==> src/msp_pkg.sv <==
// ============================================================================
// msp_pkg
// Shared types and constants of the multichannel servo pulse generator.
// ============================================================================
package msp_pkg;

  // Channel count and channel addressing
  localparam int CHANNELS = 8;
  localparam int CH_AW    = (CHANNELS > 1) ? $clog2(CHANNELS) : 1;
  localparam int CH_FW    = 3;
  localparam logic [7:0] CHAN_BITS = 8'((1 << CHANNELS) - 1);

  // Angle range and the "no angle set" code
  localparam logic [7:0] ANGLE_MAX = 8'd180;
  localparam logic [7:0] NO_ANGLE  = 8'hff;

  // Input beat kinds (carried on s_tuser)
  localparam logic [1:0] ACT_TICK  = 2'd0;
  localparam logic [1:0] ACT_ANGLE = 2'd1;
  localparam logic [1:0] ACT_WIDTH = 2'd2;
  localparam logic [1:0] ACT_FORCE = 2'd3;

  // Register indexes (byte address = 4 * index)
  localparam int ADDR_W = 5;
  localparam logic [2:0] REG_MIN    = 3'd0;
  localparam logic [2:0] REG_MAX    = 3'd1;
  localparam logic [2:0] REG_PERIOD = 3'd2;
  localparam logic [2:0] REG_ENABLE = 3'd3;
  localparam logic [2:0] REG_INVERT = 3'd4;

  // Register reset values
  localparam logic [15:0] MIN_RESET    = 16'd544;
  localparam logic [15:0] MAX_RESET    = 16'd2400;
  localparam logic [15:0] PERIOD_RESET = 16'd20000;

  // One channel entry of the state memory
  typedef struct packed {
    logic [15:0] latched;
    logic [7:0]  angle;
    logic [15:0] width;
  } ent_t;

  localparam int ENT_W = $bits(ent_t);
  localparam ent_t ENT_RESET = '{latched: 16'd0, angle: NO_ANGLE, width: 16'd0};

  // Sweep kinds over the channel memory
  localparam logic [1:0] MODE_FRAME  = 2'd0;
  localparam logic [1:0] MODE_EXPIRE = 2'd1;
  localparam logic [1:0] MODE_CLAMP  = 2'd2;

  // Serial divider: dividend bits (180 * 65535 fits in 24 bits)
  localparam int DIV_W  = 24;
  localparam int DIV_CW = $clog2(DIV_W);

endpackage

==> src/multichannel_servo_pulse_generator.sv <==
// ============================================================================
// multichannel_servo_pulse_generator
// RC servo pulse generator with per-channel angle/width commands and frames.
// ============================================================================
// Usage:
//   Input stream (s_*): one beat per command. s_tuser is the kind: tick of
//   one microsecond, set angle, set width, or force a frame start. Output
//   stream (m_*): exactly one beat per input beat with the pin levels, the
//   frame-start flag and the readback of the addressed channel.
//   APB port: min/max pulse limits, frame period, enable and invert masks.
//   Per-channel state (stored width, angle, latched width) lives in one
//   8-entry RAM; each beat is a read-modify-write sequence over it.
// Sequence:
//   A tick or a force beat sweeps all channels through the RAM, then the
//   addressed entry is read back and m_tvalid rises; the next beat is taken
//   once that result is in the output register. A set beat runs one RAM
//   entry through a 24-step serial divider and writes it back. Writing the
//   min or max limit starts a clamp sweep; s_tready is low until it is done.
// Reset: limits 544/2400 us, period 20000 us, masks clear, all channels
//   unset (width 0, angle 255), no pulse running.
// Stall: a result waits in the output register; the block takes the next
//   beat meanwhile and holds its own result until m_tready frees the slot.
// ============================================================================
module multichannel_servo_pulse_generator (
  input  logic        clk,
  input  logic        rst,
  // s_tdata: channel[2:0], angle_cmd[18:3], width_cmd[34:19], zero pad
  input  logic        s_tvalid,
  output logic        s_tready,
  input  logic [39:0] s_tdata,
  // s_tuser: action[1:0]
  input  logic [1:0]  s_tuser,
  // m_tdata: pin_levels[7:0], frame_start[8], angle_readback[16:9],
  //          width_readback[32:17], zero pad
  output logic        m_tvalid,
  input  logic        m_tready,
  output logic [39:0] m_tdata,
  // APB configuration port
  input  logic        psel,
  input  logic        penable,
  input  logic        pwrite,
  input  logic [4:0]  paddr,
  input  logic [31:0] pwdata,
  output logic [31:0] prdata,
  output logic        pready
);

  // Sequencer states
  localparam logic [2:0] S_IDLE  = 3'd0;
  localparam logic [2:0] S_MUL   = 3'd1;
  localparam logic [2:0] S_DIV   = 3'd2;
  localparam logic [2:0] S_SWR   = 3'd3;
  localparam logic [2:0] S_SWEEP = 3'd4;
  localparam logic [2:0] S_RB    = 3'd5;
  localparam logic [2:0] S_RBW   = 3'd6;

  localparam int CH_IDX_W = msp_pkg::CH_AW + 1;

  // Configuration registers
  logic [15:0] min_pulse;
  logic [15:0] max_pulse;
  logic [15:0] period;
  logic [7:0]  enable_mask;
  logic [7:0]  invert_mask;
  logic        cfg_wr;
  logic [2:0]  cfg_idx;
  logic        pend_min;
  logic        pend_max;

  // Control state
  logic [2:0]  state;
  logic [15:0] frame_cnt;
  logic [15:0] cnt_inc;
  logic [7:0]  running;
  logic [CH_IDX_W-1:0] idx;
  logic        rd_go;
  logic [msp_pkg::CH_AW-1:0] rd_ch;
  logic [1:0]  mode;
  logic        sw_min;
  logic        sw_max;
  logic [msp_pkg::DIV_CW-1:0] div_cnt;

  // Current beat
  logic        s_accept;
  logic [1:0]  act;
  logic [msp_pkg::CH_FW-1:0] chan;
  logic        chan_ok;
  logic        in_chan_ok;
  logic signed [15:0] ang_cmd;
  logic [15:0] wid_cmd;
  logic        started;

  // Channel memory
  logic                      ram_we;
  logic [msp_pkg::CH_AW-1:0] ram_waddr;
  logic [msp_pkg::CH_AW-1:0] ram_raddr;
  msp_pkg::ent_t             ram_wdata;
  logic [msp_pkg::ENT_W-1:0] ram_q;
  logic [msp_pkg::CHANNELS-1:0] vld;
  logic                      rd_vld;
  msp_pkg::ent_t             ent_rd;
  msp_pkg::ent_t             ent;
  msp_pkg::ent_t             sweep_ent;
  msp_pkg::ent_t             set_ent;
  logic                      sweep_on;

  // Mapping arithmetic
  logic [7:0]  a_cl;
  logic [7:0]  a_cl_q;
  logic [15:0] w_lo;
  logic [15:0] w_cl;
  logic [15:0] w_cl_q;
  logic [16:0] span;
  logic [15:0] span_mag;
  logic [16:0] dw;
  logic [15:0] dw_mag;
  logic [7:0]  mul_a;
  logic [15:0] mul_b;
  logic [23:0] prod;
  logic [15:0] den;
  logic        neg;
  logic        zero_span;
  logic [msp_pkg::DIV_W-1:0] quo;
  logic [15:0] rem;
  logic [16:0] shifted;
  logic        div_ge;
  logic [15:0] q16;
  logic [7:0]  q8;

  // Output register
  logic [7:0]  out_pins;
  logic        out_start;
  logic [7:0]  out_angle;
  logic [15:0] out_width;

  assign pready   = 1'b1;
  assign cfg_wr   = psel & penable & pwrite & pready;
  assign cfg_idx  = paddr[4:2];
  assign s_tready = (state == S_IDLE) && !pend_min && !pend_max;
  assign s_accept = s_tvalid && s_tready;
  assign m_tdata  = {7'd0, out_width, out_angle, out_start, out_pins};

  assign in_chan_ok = ({1'b0, s_tdata[2:0]} < 4'(msp_pkg::CHANNELS));
  assign chan_ok    = ({1'b0, chan} < 4'(msp_pkg::CHANNELS));
  assign cnt_inc    = (frame_cnt == 16'hffff) ? frame_cnt : frame_cnt + 16'd1;

  // Register readback
  always_comb begin
    case (cfg_idx)
      msp_pkg::REG_MIN:    prdata = {16'd0, min_pulse};
      msp_pkg::REG_MAX:    prdata = {16'd0, max_pulse};
      msp_pkg::REG_PERIOD: prdata = {16'd0, period};
      msp_pkg::REG_ENABLE: prdata = {24'd0, enable_mask};
      msp_pkg::REG_INVERT: prdata = {24'd0, invert_mask};
      default:             prdata = 32'd0;
    endcase
  end

  msp_ram #(
    .WIDTH(msp_pkg::ENT_W),
    .DEPTH(msp_pkg::CHANNELS)
  ) u_ram (
    .clk  (clk),
    .we   (ram_we),
    .waddr(ram_waddr),
    .wdata(ram_wdata),
    .raddr(ram_raddr),
    .rdata(ram_q)
  );

  // Entries never written read as their reset value
  assign ent_rd = rd_vld ? msp_pkg::ent_t'(ram_q) : msp_pkg::ENT_RESET;

  // Read address per state
  always_comb begin
    case (state)
      S_IDLE:  ram_raddr = s_tdata[msp_pkg::CH_AW-1:0];
      S_SWEEP: ram_raddr = idx[msp_pkg::CH_AW-1:0];
      S_RB:    ram_raddr = chan[msp_pkg::CH_AW-1:0];
      default: ram_raddr = '0;
    endcase
  end

  // Per-entry update of a sweep
  always_comb begin
    sweep_ent = ent_rd;
    sweep_on  = (ent_rd.width != 16'd0) && enable_mask[rd_ch];
    case (mode)
      msp_pkg::MODE_FRAME: begin
        sweep_ent.latched = sweep_on ? ent_rd.width : 16'd0;
      end
      msp_pkg::MODE_CLAMP: begin
        if (sw_min && (ent_rd.width != 16'd0) && (ent_rd.width < min_pulse)) begin
          sweep_ent.width = min_pulse;
        end
        if (sw_max && (sweep_ent.width != 16'd0) && (sweep_ent.width > max_pulse)) begin
          sweep_ent.width = max_pulse;
        end
      end
      default: sweep_ent = ent_rd;
    endcase
  end

  // Clamp, span and multiplier operands for a set command
  always_comb begin
    if (ang_cmd[15]) begin
      a_cl = 8'd0;
    end else if (ang_cmd[14:0] > 15'(msp_pkg::ANGLE_MAX)) begin
      a_cl = msp_pkg::ANGLE_MAX;
    end else begin
      a_cl = ang_cmd[7:0];
    end
    w_lo     = (wid_cmd < min_pulse) ? min_pulse : wid_cmd;
    w_cl     = (w_lo > max_pulse) ? max_pulse : w_lo;
    span     = {1'b0, max_pulse} - {1'b0, min_pulse};
    span_mag = span[16] ? 16'(-span) : span[15:0];
    dw       = {1'b0, w_cl} - {1'b0, min_pulse};
    dw_mag   = dw[16] ? 16'(-dw) : dw[15:0];
    if (act == msp_pkg::ACT_ANGLE) begin
      mul_a = a_cl;
      mul_b = span_mag;
    end else begin
      mul_a = msp_pkg::ANGLE_MAX;
      mul_b = dw_mag;
    end
    prod = 24'(mul_a) * 24'(mul_b);
  end

  // Divider step and signed quotient
  assign shifted = {rem, quo[msp_pkg::DIV_W-1]};
  assign div_ge  = (shifted >= {1'b0, den});
  assign q16     = neg ? 16'(-quo[15:0]) : quo[15:0];
  assign q8      = neg ? 8'(-quo[7:0]) : quo[7:0];

  // Entry written back by a set command
  always_comb begin
    set_ent = ent;
    if (act == msp_pkg::ACT_ANGLE) begin
      set_ent.width = q16 + min_pulse;
      set_ent.angle = a_cl_q;
    end else begin
      set_ent.width = w_cl_q;
      set_ent.angle = zero_span ? 8'd0 : q8;
    end
  end

  // Write port select
  always_comb begin
    ram_we    = 1'b0;
    ram_waddr = rd_ch;
    ram_wdata = sweep_ent;
    if (state == S_SWEEP && rd_go) begin
      ram_we = (mode != msp_pkg::MODE_EXPIRE);
    end else if (state == S_SWR) begin
      ram_we    = 1'b1;
      ram_waddr = chan[msp_pkg::CH_AW-1:0];
      ram_wdata = set_ent;
    end
  end

  // Data path registers
  always_ff @(posedge clk) begin
    rd_vld <= vld[ram_raddr];
    if (s_accept) begin
      act     <= s_tuser;
      chan    <= s_tdata[2:0];
      ang_cmd <= s_tdata[18:3];
      wid_cmd <= s_tdata[34:19];
    end
    if (state == S_MUL) begin
      ent       <= ent_rd;
      a_cl_q    <= a_cl;
      w_cl_q    <= w_cl;
      quo       <= prod;
      rem       <= 16'd0;
      zero_span <= (span == 17'd0);
      if (act == msp_pkg::ACT_ANGLE) begin
        den <= 16'(msp_pkg::ANGLE_MAX);
        neg <= span[16];
      end else begin
        den <= span_mag;
        neg <= dw[16] ^ span[16];
      end
    end else if (state == S_DIV) begin
      rem <= div_ge ? 16'(shifted - {1'b0, den}) : shifted[15:0];
      quo <= {quo[msp_pkg::DIV_W-2:0], div_ge};
    end
    if (state == S_RBW) begin
      out_pins  <= ((running & enable_mask) ^ invert_mask) & msp_pkg::CHAN_BITS;
      out_start <= started;
      out_angle <= chan_ok ? ent_rd.angle : msp_pkg::NO_ANGLE;
      out_width <= chan_ok ? ent_rd.width : 16'd0;
    end
  end

  // Configuration registers and pending limit sweeps
  always_ff @(posedge clk) begin
    if (rst) begin
      min_pulse   <= msp_pkg::MIN_RESET;
      max_pulse   <= msp_pkg::MAX_RESET;
      period      <= msp_pkg::PERIOD_RESET;
      enable_mask <= 8'd0;
      invert_mask <= 8'd0;
      pend_min    <= 1'b0;
      pend_max    <= 1'b0;
    end else begin
      // Flag a limit write; drop the flag once the sequencer takes it
      if (cfg_wr && (cfg_idx == msp_pkg::REG_MIN)) begin
        pend_min <= 1'b1;
      end else if (state == S_IDLE) begin
        pend_min <= 1'b0;
      end
      if (cfg_wr && (cfg_idx == msp_pkg::REG_MAX)) begin
        pend_max <= 1'b1;
      end else if (state == S_IDLE) begin
        pend_max <= 1'b0;
      end
      if (cfg_wr) begin
        case (cfg_idx)
          msp_pkg::REG_MIN:    min_pulse   <= pwdata[15:0];
          msp_pkg::REG_MAX:    max_pulse   <= pwdata[15:0];
          msp_pkg::REG_PERIOD: period      <= pwdata[15:0];
          msp_pkg::REG_ENABLE: enable_mask <= pwdata[7:0];
          msp_pkg::REG_INVERT: invert_mask <= pwdata[7:0];
          default: ;
        endcase
      end
    end
  end

  // Sequencer
  always_ff @(posedge clk) begin
    if (rst) begin
      state     <= S_IDLE;
      frame_cnt <= 16'd0;
      running   <= 8'd0;
      vld       <= '0;
      idx       <= '0;
      rd_go     <= 1'b0;
      rd_ch     <= '0;
      mode      <= msp_pkg::MODE_FRAME;
      sw_min    <= 1'b0;
      sw_max    <= 1'b0;
      div_cnt   <= '0;
      started   <= 1'b0;
      m_tvalid  <= 1'b0;
    end else begin
      if (m_tvalid && m_tready) begin
        m_tvalid <= 1'b0;
      end
      if (ram_we) begin
        vld[ram_waddr] <= 1'b1;
      end
      case (state)
        S_IDLE: begin
          idx <= '0;
          if (s_accept) begin
            case (s_tuser)
              msp_pkg::ACT_TICK: begin
                state <= S_SWEEP;
                if (cnt_inc >= period) begin
                  frame_cnt <= 16'd0;
                  running   <= 8'd0;
                  started   <= 1'b1;
                  mode      <= msp_pkg::MODE_FRAME;
                end else begin
                  frame_cnt <= cnt_inc;
                  started   <= 1'b0;
                  mode      <= msp_pkg::MODE_EXPIRE;
                end
              end
              msp_pkg::ACT_FORCE: begin
                state     <= S_SWEEP;
                frame_cnt <= 16'd0;
                running   <= 8'd0;
                started   <= 1'b1;
                mode      <= msp_pkg::MODE_FRAME;
              end
              default: begin
                started <= 1'b0;
                state   <= in_chan_ok ? S_MUL : S_RB;
              end
            endcase
          end else if (pend_min || pend_max) begin
            sw_min <= pend_min;
            sw_max <= pend_max;
            mode   <= msp_pkg::MODE_CLAMP;
            state  <= S_SWEEP;
          end
        end
        S_MUL: begin
          div_cnt <= '0;
          state   <= S_DIV;
        end
        S_DIV: begin
          div_cnt <= div_cnt + msp_pkg::DIV_CW'(1);
          if (div_cnt == msp_pkg::DIV_CW'(msp_pkg::DIV_W - 1)) begin
            state <= S_SWR;
          end
        end
        S_SWR: begin
          state <= S_RB;
        end
        S_SWEEP: begin
          // Issue reads in order, update the entry whose data returns
          if (idx < CH_IDX_W'(msp_pkg::CHANNELS)) begin
            rd_go <= 1'b1;
            rd_ch <= idx[msp_pkg::CH_AW-1:0];
            idx   <= idx + CH_IDX_W'(1);
          end else begin
            rd_go <= 1'b0;
            if (!rd_go) begin
              state <= (mode == msp_pkg::MODE_CLAMP) ? S_IDLE : S_RB;
            end
          end
          if (rd_go) begin
            if (mode == msp_pkg::MODE_FRAME) begin
              running[rd_ch] <= sweep_on;
            end else if (mode == msp_pkg::MODE_EXPIRE) begin
              if (running[rd_ch] && (frame_cnt >= ent_rd.latched)) begin
                running[rd_ch] <= 1'b0;
              end
            end
          end
        end
        S_RB: begin
          // Wait for a free output slot, then read the addressed entry
          if (!m_tvalid || m_tready) begin
            state <= S_RBW;
          end
        end
        S_RBW: begin
          m_tvalid <= 1'b1;
          state    <= S_IDLE;
        end
        default: state <= S_IDLE;
      endcase
    end
  end

endmodule

==> src/msp_ram.sv <==
// ============================================================================
// msp_ram
// Generic single-write, single-read RAM with a registered read port.
// ============================================================================
module msp_ram #(
  parameter int WIDTH = 8,
  parameter int DEPTH = 8
) (
  input  logic                                     clk,
  input  logic                                     we,
  input  logic [((DEPTH > 1) ? $clog2(DEPTH) : 1)-1:0] waddr,
  input  logic [WIDTH-1:0]                         wdata,
  input  logic [((DEPTH > 1) ? $clog2(DEPTH) : 1)-1:0] raddr,
  output logic [WIDTH-1:0]                         rdata
);

  logic [WIDTH-1:0] mem [DEPTH];

  // Write port and registered read port
  always_ff @(posedge clk) begin
    if (we) begin
      mem[waddr] <= wdata;
    end
    rdata <= mem[raddr];
  end

endmodule

==> config.mk <==
export PLATFORM = sky130hd
export DESIGN_NAME = multichannel_servo_pulse_generator
export DESIGN_NICKNAME = d
export VERILOG_FILES = /design/src/msp_pkg.sv /design/src/multichannel_servo_pulse_generator.sv /design/src/msp_ram.sv
export SDC_FILE = /design/constraint.sdc
export NUM_CORES = 2
export LEC_CHECK = 0
export ABC_AREA = 1
export BUFFER_PORTS_ARGS = -buffer_cell sky130_fd_sc_hd__buf_2
export CAP_MARGIN = 20
export CORE_MARGIN = 10
export CORE_UTILIZATION = 60
export DETAILED_ROUTE_END_ITERATION = 12
export PLACE_DENSITY = 0.78
export SYNTH_ARGS = -nofsm -noshare
export SYNTH_HDL_FRONTEND = slang
export SYNTH_HIERARCHICAL = 1
export SYNTH_SLANG_ARGS = --single-unit
==> constraint.sdc <==
create_clock -name clk -period 28.5 [get_ports clk]
set_input_delay 5.7 -clock clk [delete_from_list [all_inputs] [get_ports clk]]
set_output_delay 5.7 -clock clk [all_outputs]
set_load 0.03 [all_outputs]
# Word level (Yosys, flattened, before mapping)
# Memories as Yosys holds them, arrays and structs flattened. A register that Yosys moved wholly into a read port is not among the register bits.
# Cells that the tools add are included.
[totals]
reg_bits = 289
mem_bits_rw = 320
inputBits = 86
output_inout_bits = 75
wordCells = 230
mem_count = 1
[op_classes]
addsub = 11
mul = 1
n_lt_le_gt_ge = 14
eq_ne = 30
mux = 79
n_bitwise = 9
reduce_logical = 48
[mem_list]
columns = ["name", "depth", "width", "read_ports", "rd_ports_with_merged_regs", "write_ports", "line_no", "text"]
rows = [
  ["u_ram.mem", 8, 40, 1, 1, 1, "msp_ram.sv:17", "logic [WIDTH-1:0] mem [DEPTH];"],
]
[ops]
columns = ["op", "count"]
rows = [
  ["two-way mux 16 bit", 15],
  ["two-way mux 40 bit", 3],
  ["two-way mux 8 bit", 11],
  ["case mux 16 bit (5 select lines)", 1],
  ["two-way mux 24 bit", 3],
  ["negation 16 bit", 3],
  ["subtractor 16 x 16 -> 17 bit", 2],
  ["greater-or-equal comparator 16 bit", 2],
  ["> comparator 16 bit", 2],
  ["< comparator 16 bit", 2],
  ["case mux 16 bit (2 select lines)", 1],
  ["case mux 8 bit (2 select lines)", 2],
  ["nonzero test 16 bit", 2],
  ["two-way mux 3 bit", 10],
  ["multiplier 8 x 16 -> 24 bit", 1],
  ["two-way mux 1 bit", 18],
  ["case mux 3 bit (6 select lines)", 1],
  ["greater-or-equal comparator 17 x 16 -> 1 bit", 1],
  ["zero test 17 bit", 1],
  ["adder 16 x 1 -> 16 bit (second input constant)", 1],
  ["adder 16 bit", 1],
  ["AND 8 bit", 2],
  ["equality test 16 bit (second input constant)", 1],
  ["AND reduction 2 bit", 8],
  ["other kinds (45)", 98],
]

# Logic depth before layout (Yosys ltp)
[logic_depth]
ltp_word = 13
depth_mapped = 58
mapped_depth_nobuf = 56

# Hierarchy
# Netlist, hierarchy kept.
[modules_own_cells]
columns = ["mod", "instances", "cells_per_inst", "area_per_inst_um2", "seq_area_each_um2"]
rows = [
  ["multichannel_servo_pulse_generator", 1, 3292, 24439.7, 7307.0],
  ["msp_ram", 1, 1441, 14799.2, 10410.0],
]

# Least setup slack after synthesis
# Ideal clock, no wire load.
[synth_timing]
path_type = "input -> output"
start = "in paddr[3]"
end = "out prdata[3]"
t_arrival_ns = 6.987
t_required_ns = 22.800
path_slack_ns = 15.813
path_stages = 4
path_buffers = 1
path_cell_list = "nor3_1 -> inv_1 -> clkbuf_1 -> o221ai_1"
[synth_via]
elab_chain_cells = 2
elab_cells_between_ends = 6
classes_between = "eq/ne (4); mux (1); reduce/logical (1)"
[synth_lines]
columns = ["element", "line_no", "text"]
rows = [
  ["start, declared", "multichannel_servo_pulse_generator.sv:42", "input logic [4:0] paddr,"],
  ["equality test 3 bit, or another cell as far along", "multichannel_servo_pulse_generator.sv:149", "case (cfg_idx)"],
  ["case mux 16 bit (5 select lines) (*)", "multichannel_servo_pulse_generator.sv:149", ""],
  ["end, declared", "multichannel_servo_pulse_generator.sv:44", "output logic [31:0] prdata,"],
]
# Every way passes the cells marked *; elsewhere a longest branch is shown, timed or not.

# Worst setup path in the final report
[layout_timing]
start = "in paddr[4]"
end = "out prdata[11]"
# The elaborated chain is that of the path after synthesis.

==> impl_metrics.tcl <==
set metrics [dict create \
    grt_setup_unrepaired "no" \
    arrival_ns 7.53 \
    final.min_clock_period_ns 13.23 \
    cts_sinks 649 \
    nets 5183 \
    max_cap_violations 0 \
    gp_congestion 0.9922 \
    numCtsBuffers 69 \
    area_growth_syn_to_layout_pct 8.737 \
    synth_async_sr_flop_share 0 \
    drcViolationCount 0 \
    min_to "vld[1]" \
    clk_latency_ns 0.64 \
    reg2reg_to "quo[21]" \
    max_freq_mhz 75.58 \
    yosysWarnings 6 \
    via_per_inst 5.679 \
    startpoint_type "input port" \
    rr_worst_depth 50 \
    cts_resized 0 \
    drive_gt1_frac 0.09491 \
    cts_htree_levels 3 \
    initial_core_util 0.6076 \
    r2r_start "min_pulse[1]" \
    grt_pass1_wl_um 169900 \
    grt_start_max_net_pins 83 \
    multi_input_area_um2 17490 \
    synth_area_um2 39240 \
    synthFlopType "edfxtp_1" \
    antennaDiodeCount 0 \
    rows 93 \
    post_cts.repair.setup_buffers 0 \
    synth_cells 4733 \
    port_buffers 113 \
    path_clk_slew_ns 0.06 \
    hold_viol 0 \
    avgSynthCellArea_um2 8.290 \
    drt_wl_total_um 110100 \
    tightest_slew_ns 1.162 \
    drv_slew 0 \
    dp.final_hpwl_um 76140 \
    die_w_um 275.7 \
    die_area_um2 76030 \
    first_iter_violations 3997 \
    synth-edff-count 472 \
    hold_depth 2 \
    status "completed" \
    global_route.overflow_total 0 \
    cts_tree "built" \
    dr_total_vias 32440 \
    slew_headroom 0.2251 \
    fill_cells 5220 \
    synth-seq-cells 649 \
    path_max_fanout 12 \
    seq_area_um2 17720 \
    antenna_found_initial 4 \
    ant_nets 0 \
    io_pins 161 \
    crit_type "in -> out" \
    die_h_um 275.7 \
    endpoint_kind "primary output" \
    grt_pass1_vias 30559 \
    skew_ns 0.05129 \
    hp-start "vld[1]" \
    timing.final.crit_share 0.4642 \
    ys_seq_area_frac 0.4515 \
    root_buffer "clkbuf_16" \
    r2r_slack_ns 15.86 \
    hp-class "reg -> reg" \
    finalSetupTns_ns 0 \
    drtPass1Iterations 6 \
    yosysUniqueCellTypes 59 \
    wire_per_inst_um 19.27 \
    grtUsageTotal 0.2877 \
    clockBufferDepth 3 \
    postCtsHoldBufs 0 \
    setup_viol 0 \
    cp_data_required_time_ns 22.80 \
    core_area_um2 64580 \
]
==> placed cells by master, fill, tap and decap left out, types with 24 or more instances in the layout <==
cell type / instances
a21oi_1: 282
a31oi_1: 27
buf_2: 113
buf_4: 39
clkbuf_16: 75
conb_1: 24
dfxtp_1: 177
edfxtp_1: 472
fa_1: 88
ha_1: 209
inv_1: 751
inv_2: 106
nand2_1: 1167
nand3_1: 339
nand4_1: 30
nor2_1: 286
nor3_1: 42
o21ai_0: 230
xnor2_1: 25
xor2_1: 74
==> logic make-up (layout without fill, tap and decap cells) <==
kind of cell    Yosys count  in the layout  share of synthesized area
simple gates           1967           1967                     0.2112
buf+inv                1045           1147                     0.1071
compound gates          674            674                    0.09627
flops                   649            649                     0.4515
fa+ha+maj               297            297                     0.1115
xor+xnor                 99             99                    0.02210
other cells               2             24                  0.0001914
==> state kept, by name, indices dropped and copies added (netlist names), 8 cells and up <==
register,count
period,16
invert_mask,8
out_angle,8
rem,16
quo,24
ent,16
running,8
a_cl_q,8
den,16
u_ram/rdata,40
out_pins,8
w_cl_q,16
out_width,16
vld,8
u_ram/mem,320
wid_cmd,16
enable_mask,8
max_pulse,16
frame_cnt,16
ang_cmd,16
min_pulse,16
==> synth_stat cells (10+ instances only) <==
cell type  count  share of area
nand2_1     1167           0.11
inv_1        752          0.072
edfxtp_1     472           0.36
nand3_1      339          0.043
nor2_1       298          0.029
a21oi_1      282          0.036
o21ai_0      230          0.029
ha_1         209          0.067
dfxtp_1      177          0.090
inv_2        105          0.010
fa_1          88          0.045
clkbuf_1      83         0.0079
xor2_1        74          0.017
nor3_1        42         0.0054
buf_2         39         0.0050
buf_4         33         0.0063
nand4_1       30         0.0048
a31oi_1       27         0.0043
xnor2_1       25         0.0056
or2_2         23         0.0037
nand2_2       21         0.0033
a22oi_1       20         0.0038
nand3_2       19         0.0048
o221ai_1      15         0.0033
o211ai_1      14         0.0027
buf_6         12         0.0034
a211oi_1      11         0.0021
a21oi_2       10         0.0022
buf_1         10        0.00096
o22ai_1       10         0.0016
==> metal layers <==
layer | GRT usage | vias up | wire, µm
met1 | 0.3661 | 15007 | 42060
met2 | 0.4709 | 1659 | 51230
met3 | 0.05426 | 348 | 11440
li1 | - | 15420 | -
met5 | 0 | - | 42
met4 | 0.1343 | 6 | 5299
==> worst max-delay path by stage <==
stage | start | end | slack (ns) | cells after the start
after floorplan | paddr[3] | prdata[3] | 15.81 | 4
after global placement | paddr[4] | prdata[10] | 15.34 | 5
after detailed placement | paddr[4] | prdata[10] | 15.30 | 5
final | paddr[4] | prdata[11] | 15.27 | 5
after CTS | paddr[4] | prdata[10] | 15.28 | 5
after global routing | min_pulse[1] | quo[21] | 14.66 | 49
==> critical path, cell delays in order <==
cell	delay, ns
buf_2	0.13
nor3_1	0.60
inv_1	0.41
o221ai_1	0.41
buf_2	0.28
==> stage by stage <==
stage / utilization / hold WS (ns) / cell area [µm²] / setup WS (ns) / cells
CTS: 0.6606 / 0.4580 / 42660 / 15.28 / 5711
detailed placement: 0.6255 / 0.4489 / 40390 / 15.30 / 5583
floorplan: - / 0.4086 / 39320 / 15.81 / 4755
global route: 0.6607 / 0.4774 / 42670 / 14.66 / 5712
finish: 0.6607 / 0.4554 / 42670 / 15.27 / 5712
global placement: 0.6255 / 0.4421 / 40390 / 15.34 / 5583
==> layout make-up <==
class                      count  area share
timing repair buffer         152     0.02012
tap                          855     0.02507
inverter                     867     0.07651
sequential                   649      0.4152
clock inverter                30    0.005953
multi-input combinational   3061      0.4099
clock buffer                  98     0.04718
Power is left out: the tool's default activity adds up to more than one toggle a clock period on the data nets, which glitch-free logic cannot reach.
